===== src/rtl/complex_arithmetic_unit_assert.svh =====
// ----------------------------------------------------------------------------
// Complex arithmetic unit assertion macros
// Concurrent assertion wrappers; empty when SYNTH is defined.
// ----------------------------------------------------------------------------
`ifndef COMPLEX_ARITHMETIC_UNIT_ASSERT_SVH
`define COMPLEX_ARITHMETIC_UNIT_ASSERT_SVH

`ifndef SYNTH
`define CAU_ASSERT(label, cond, msg) \
  label: assert property (@(posedge clk) disable iff (rst) (cond)) else $error(msg);
`define CAU_ASSERT_IMP(label, pre, post, msg) \
  label: assert property (@(posedge clk) disable iff (rst) (pre) |-> (post)) else $error(msg);
`else
`define CAU_ASSERT(label, cond, msg)
`define CAU_ASSERT_IMP(label, pre, post, msg)
`endif

`endif


===== src/rtl/cau_pkg.sv =====
// ----------------------------------------------------------------------------
// Complex arithmetic unit package
// Opcodes, status codes, pipeline types and sign-magnitude helpers.
// ----------------------------------------------------------------------------
package cau_pkg;

  localparam int DefFracBits = 16;
  localparam int QuotBits    = 33;
  localparam int PaddrW      = 3;
  localparam logic [PaddrW-1:0] RegZeroTolAddr = 3'd0;

  typedef enum logic [3:0] {
    FN_ADD      = 4'd0,
    FN_SUB      = 4'd1,
    FN_NEG      = 4'd2,
    FN_CONJ     = 4'd3,
    FN_MUL      = 4'd4,
    FN_MUL_REAL = 4'd5,
    FN_DIV_REAL = 4'd6,
    FN_DIV      = 4'd7,
    FN_SQUARE   = 4'd8
  } func_t;

  typedef enum logic [1:0] {
    ST_OK      = 2'd0,
    ST_DIVZERO = 2'd1,
    ST_OVF     = 2'd2
  } status_t;

  typedef struct packed {
    logic        neg;
    logic [63:0] mag;
  } smag_t;

  typedef struct packed {
    logic [31:0] val;
    logic        ovf;
  } packed_t;

  // One word in the divider part of the pipeline.
  typedef struct packed {
    logic                dz;
    logic                is_div;
    logic                hi_re;
    logic                hi_im;
    logic                re_neg;
    logic                im_neg;
    logic [63:0]         re_mag;
    logic [63:0]         im_mag;
    logic [63:0]         den;
    logic [QuotBits-1:0] q_re;
    logic [QuotBits-1:0] q_im;
  } pipe_t;

  function automatic smag_t sm_add(smag_t x, smag_t y);
    smag_t r;
    if (x.neg == y.neg) begin
      r.neg = x.neg;
      r.mag = x.mag + y.mag;
    end else if (x.mag >= y.mag) begin
      r.neg = x.neg;
      r.mag = x.mag - y.mag;
    end else begin
      r.neg = y.neg;
      r.mag = y.mag - x.mag;
    end
    return r;
  endfunction

  function automatic smag_t sm_flip(smag_t x);
    smag_t r;
    r.neg = ~x.neg;
    r.mag = x.mag;
    return r;
  endfunction

  // Clamp to 32-bit two's complement.
  function automatic packed_t sm_pack(logic neg, logic [63:0] mag);
    packed_t     r;
    logic [63:0] limit;
    logic [63:0] m;
    limit = neg ? 64'h0000_0000_8000_0000 : 64'h0000_0000_7FFF_FFFF;
    m     = mag;
    r.ovf = 1'b0;
    if (m > limit) begin
      m     = limit;
      r.ovf = 1'b1;
    end
    r.val = neg ? (32'd0 - m[31:0]) : m[31:0];
    return r;
  endfunction

endpackage


===== src/rtl/cau_div_step.sv =====
// ----------------------------------------------------------------------------
// Divider step
// One restoring division step: trial subtract of the shifted divisor.
// ----------------------------------------------------------------------------
module cau_div_step #(
  parameter int SHIFT = 0
) (
  input  logic [63:0] rem,
  input  logic [63:0] den,
  output logic [63:0] rem_next,
  output logic        qbit
);
  import cau_pkg::*;

  logic [63+QuotBits:0] rem_w;
  logic [63+QuotBits:0] trial;

  always_comb begin
    rem_w    = {{QuotBits{1'b0}}, rem};
    trial    = {{QuotBits{1'b0}}, den} << SHIFT;
    qbit     = (rem_w >= trial);
    rem_next = qbit ? 64'(rem_w - trial) : rem;
  end

endmodule


===== config.mk =====
export PLATFORM = sky130hd
export DESIGN_NAME = cau_div_step
export DESIGN_NICKNAME = d
export VERILOG_FILES = /design/src/rtl/complex_arithmetic_unit_assert.svh /design/src/rtl/cau_pkg.sv /design/src/rtl/cau_div_step.sv
export SDC_FILE = /design/constraint.sdc
export NUM_CORES = 1
export LEC_CHECK = 0
export ABC_CLOCK_PERIOD_IN_PS = 7940
export BUFFER_PORTS_ARGS = -buffer_cell sky130_fd_sc_hd__buf_4
export CAP_MARGIN = 0
export CORE_MARGIN = 3
export CORE_UTILIZATION = 57
export DETAILED_ROUTE_END_ITERATION = 8
export PLACE_DENSITY = 0.91
export SLEW_MARGIN = 5
export SYNTH_ARGS = -nofsm -noshare
export SYNTH_HDL_FRONTEND = slang
export SYNTH_SLANG_ARGS = --single-unit

===== constraint.sdc =====
create_clock -name vclk -period 7.94
set_clock_uncertainty 0.1 [all_clocks]
set_input_delay 1.588 -clock vclk [all_inputs]
set_output_delay 1.588 -clock vclk [all_outputs]
set_load 0.05 [all_outputs]

# After elaboration in Yosys (flattened, before gate mapping)
# Index checks and enable logic that the tools add are counted.
# totals
wordCells	3
ff_bits	0
out_inout_bits	65
inputBits	128
# classes
order_cmp	1
addsub	1
n_mux	1
# ops
operator	n
64-bit >= comparator	1
64-bit two-way mux	1
64-bit subtractor	1

# Longest topological paths before layout
# logic_depth
depth_word	2
ltp_mapped	15
mapped_depth_nobuf	12

# Worst setup path before layout
# Ideal clock, no wire load.
# synth_path
kind	input-to-output
start	input port rem[0]
end	output port rem_next[0]
t_arrival_ns	4.983
path_stages	14
n_path_buf	3
t_required_ns	6.252
slack_ns	1.269
path_cell_list	inv_1 ha_1 fa_1 nor2b_1 o21bai_1 a31o_1 o2111ai_2 a21o_1 a311oi_2 or2_1 buf_6 buf_4 buf_4 o21ai_0
# synth_via
elab_chain_len	2
elab_cells_between_ends	3
cone_classes	1 x add/sub; 1 x order compare; 1 x mux
# synth_lines
item	line_no	source
from (decl)	cau_div_step.sv:8	input logic [63:0] rem,
64-bit subtractor or 64-bit >= comparator (tied branches)	cau_div_step.sv:22, cau_div_step.sv:21	
64-bit two-way mux *	cau_div_step.sv:22	rem_next = qbit ? 64'(rem_w - trial) : rem;
to (decl)	cau_div_step.sv:10	output logic [63:0] rem_next,
# Every way passes the cells marked *; elsewhere a longest branch is shown, timed or not.

# Worst setup path after layout
# layout_path
start	input port rem[43]
end	output port rem_next[10]
# layout_via
elab_chain_len	2
# layout_lines
item	line_no	source
64-bit >= comparator	cau_div_step.sv:21	qbit = (rem_w >= trial);
64-bit two-way mux	cau_div_step.sv:22	
# Every way passes these cells.

==> Implementation_results.wiki <==
{| class="wikitable"
! Metric !! Value
|-
| # Max-Cap Violations || 0
|-
| Antenna violations before repair || 0
|-
| Antenna Violating Nets Remaining || 0
|-
| Drt total wl || 16360 microns
|-
| Synth Area in XOR/XNOR || 0.09672
|-
| Number of filler instances in the final layout || 719
|-
| Tightest slew margin relative to the limit || 0.4525
|-
| Worst hold-check slack || 3.450 ns
|-
| Static Leak || 0.003306 uW
|-
| Setup Buffers After CTS || 0
|-
| Remaining global-route overflow || 0
|-
| Post-Synthesis Cells || 836
|-
| Detailed Route Iter0 Violations || 430
|-
| Wire length of the first global-routing pass || 26180 microns
|-
| Adder and majority cell fraction of the synthesized area || 0.1619
|-
| Effective utilization at floorplan || 0.6020
|-
| Synthesized net count || 1029
|-
| Synthesized area divided by synthesized cell count || 6.066 sq um
|-
| Worst slack at placement || 1.157 ns
|-
| Utilization after layout || 0.7632
|-
| Fraction of final layout cells with drive strength greater than 1 || 0.2110
|-
| Global router's overall resource usage || 0.3018
|-
| Netlist area before placement || 5071 sq um
|-
| Peak clock frequency supported by timing || 145.8 MHz
|-
| Startpoint type of the worst setup path || input port
|-
| Crit. End Element || primary output
|-
| Clock tree buffer count of the final layout || 0
|-
| Number of instances resized during post-cts repair || 0
|-
| Final sequential cell count || 0
|-
| DR DRC count || 0
|-
| Detailed Place HPWL || 14060 microns
|-
| Sum Neg Setup Slack || 0 ns
|-
| Layout overhead on the synthesized area || 26.77%
|-
| Setup violators final || 0
|-
| GP Congestion || 0.9881
|-
| Dominant combinational cell family by area after synthesis || compound AO/OA/AOI/OAI gates
|-
| Sequential cell area in the final layout || 0 sq um
|-
| Post-layout min period || 6.859 ns
|-
| Critical Setup Path Class || in -> out
|-
| Fin nets || 1176
|-
| Highest net fanout along the worst path || 93
|-
| Total count of hold-check failures in the final report || 0
|-
| Area fraction in and, or, nand and nor cells after synthesis || 0.2445
|-
| Ratio of total power to cell area || 130.7 nW/um^2
|-
| Maximum VDD drop || 0.1097 mV
|-
| Path type of the worst min-delay path || in -> out
|-
| Yosys warnings || 0
|-
| I/O pin count || 193
|-
| Synth unique cells || 69
|-
| Max Slew Vio Count || 0
|-
| Die Span X || 100.3 microns
|-
| Via count of the first global-routing pass || 5913
|-
| Mux cell area share after synthesis || 0.004194
|-
| Die area || 10060 sq um
|-
| Vertical die dimension || 100.3 microns
|-
| Core Footprint || 8423 sq um
|-
| ANT cells || 0
|-
| Via density per instance || 5.956
|-
| Worst Slack Setup Final || 1.081 ns
|-
| Outcome || completed
|-
| Setup repair after global routing missed its margin || false
|-
| Routed length per instance || 15.07 microns
|-
| Slew at the pin closest to its max-slew limit || 0.8213 ns
|-
| Number of detailed-route iterations in the first pass || 7
|-
| Compound-gate portion of the synthesized area || 0.3780
|-
| Arrival time worst endpoint || 5.17 ns
|-
| Quantity of hold-fixing buffers added after cts || 0
|-
| Largest net degree at the start of global routing || 94
|-
| Number of placement rows || 33
|-
| Total via count after detailed routing || 6468
|-
| Input/output buffers || 193
|-
| Sequential-to-total area share from yosys stat || 0
|-
| Post-route clock period utilization || 0.8638
|-
| Worst Path Required || 6.25 ns
|}
[cell usage in the layout (no fill, tap or decap), types with 4 or more instances in the layout]
cell type	netlist	routed
nor2b_1	6	6
or3_1	5	5
nand2b_1	4	4
o21a_1	14	14
ha_1	64	64
a21o_1	26	26
xnor2_1	31	31
o21ai_1	12	12
nand2_1	120	120
o221ai_1	4	4
o21ai_0	91	91
xor2_1	25	25
nand4_1	30	30
nor2_1	43	43
nand3_1	16	16
a31oi_1	7	7
inv_1	93	93
o211ai_1	6	6
and2_1	4	4
a21oi_1	83	83
buf_4	5	194
nor4_1	4	4
a211oi_1	5	5
o31ai_1	9	9
or4_1	4	4
o21bai_1	14	14
nor3_1	15	15
[layout make-up]
class	instances	area [sq um]	area share
Inverter	93	349.1	0.05430
Multi-Input combinational cell	694	4492	0.6987
Tap cell	105	131.4	0.02044
Timing Repair Buffer	194	1456	0.2265
[critical path: stages]
cell and delay [ns]:
buf_4 0.11, ha_1 0.37, a21oi_1 0.24, o21ai_0 0.21, a21o_1 0.24, a211oi_1 0.33, nand4_1 0.16, a311oi_2 0.34
or2_4 0.73, buf_4 0.42, nand2_1 0.09, o21ai_0 0.09, buf_4 0.23
[layer usage]
metal	up-vias	track usage	part of all wire
li1	3277	-	-
met1	2831	0.3887	0.42
met2	316	0.5428	0.47
met3	44	0.01668	0.076
met4	0	0.08187	0.031
met5	-	0	0
[worst paths after layout]
path                start            to  slack (ns)  cells after the start
setup / recovery  rem[43]  rem_next[10]        1.08                     13
hold / removal     rem[3]   rem_next[3]        3.45                      4
[per-stage QoR]
step / instance area [sq um] / power, uW / cells
2_1_floorplan: 5071 / 602.5 / 836
6_report: 6429 / 840.3 / 1086
3_3_place_gp: 6429 / 824.4 / 1086
4_1_cts: 6429 / 834.0 / 1086
3_5_place_dp: 6429 / 830.3 / 1086
5_1_grt: 6429 / 901.2 / 1086
[synth_stat cells (2+ instances only)]
cell type	count	area [sq um]
o21ai_0	91	455.4
or2_1	2	12.51
a31oi_1	7	43.79
nor2b_1	6	37.54
a211oi_1	5	37.54
o211a_1	2	20.02
and3_1	3	18.77
or3_1	5	31.28
clkbuf_1	25	93.84
or4_1	4	30.03
o21a_1	14	105.1
nor3_1	15	75.07
a221oi_1	3	26.28
nand2b_1	4	25.02
nand2_1	120	450.4
o221ai_1	4	35.03
and2_1	4	25.02
a2111o_1	3	33.78
xnor2_1	31	271.5
a311oi_2	2	30.03
o41ai_1	3	26.28
o211ai_1	6	45.04
a21oi_1	83	415.4
a21o_1	26	195.2
nand4_1	30	187.7
o31ai_1	9	67.56
buf_2	17	85.08
inv_1	93	349.1
nor4_1	4	25.02
o31a_1	3	26.28
o21bai_1	14	105.1
o21ai_1	12	60.06
nand3_1	16	80.08
xor2_1	25	219.0
nor2_1	43	161.4
a21boi_0	2	15.01
buf_4	5	37.54
ha_1	64	800.8
[where the power goes]
group          internal (uW)  switching [uW]
clock network              0               0
logic                    287             553
registers                  0               0
total                    287             553
[cell families (layout without fill, tap and decap cells)]
family | Yosys count | in the layout
buffers and inverters | 142 | 287
AO/OA/AOI/OAI | 306 | 306
XOR/XNOR | 56 | 56
multiplexers | 2 | 2
AND/OR/NAND/NOR | 265 | 265
adder cells (fa/ha/maj) | 65 | 65
No activity file was read; power rests on OpenSTA's default activity.
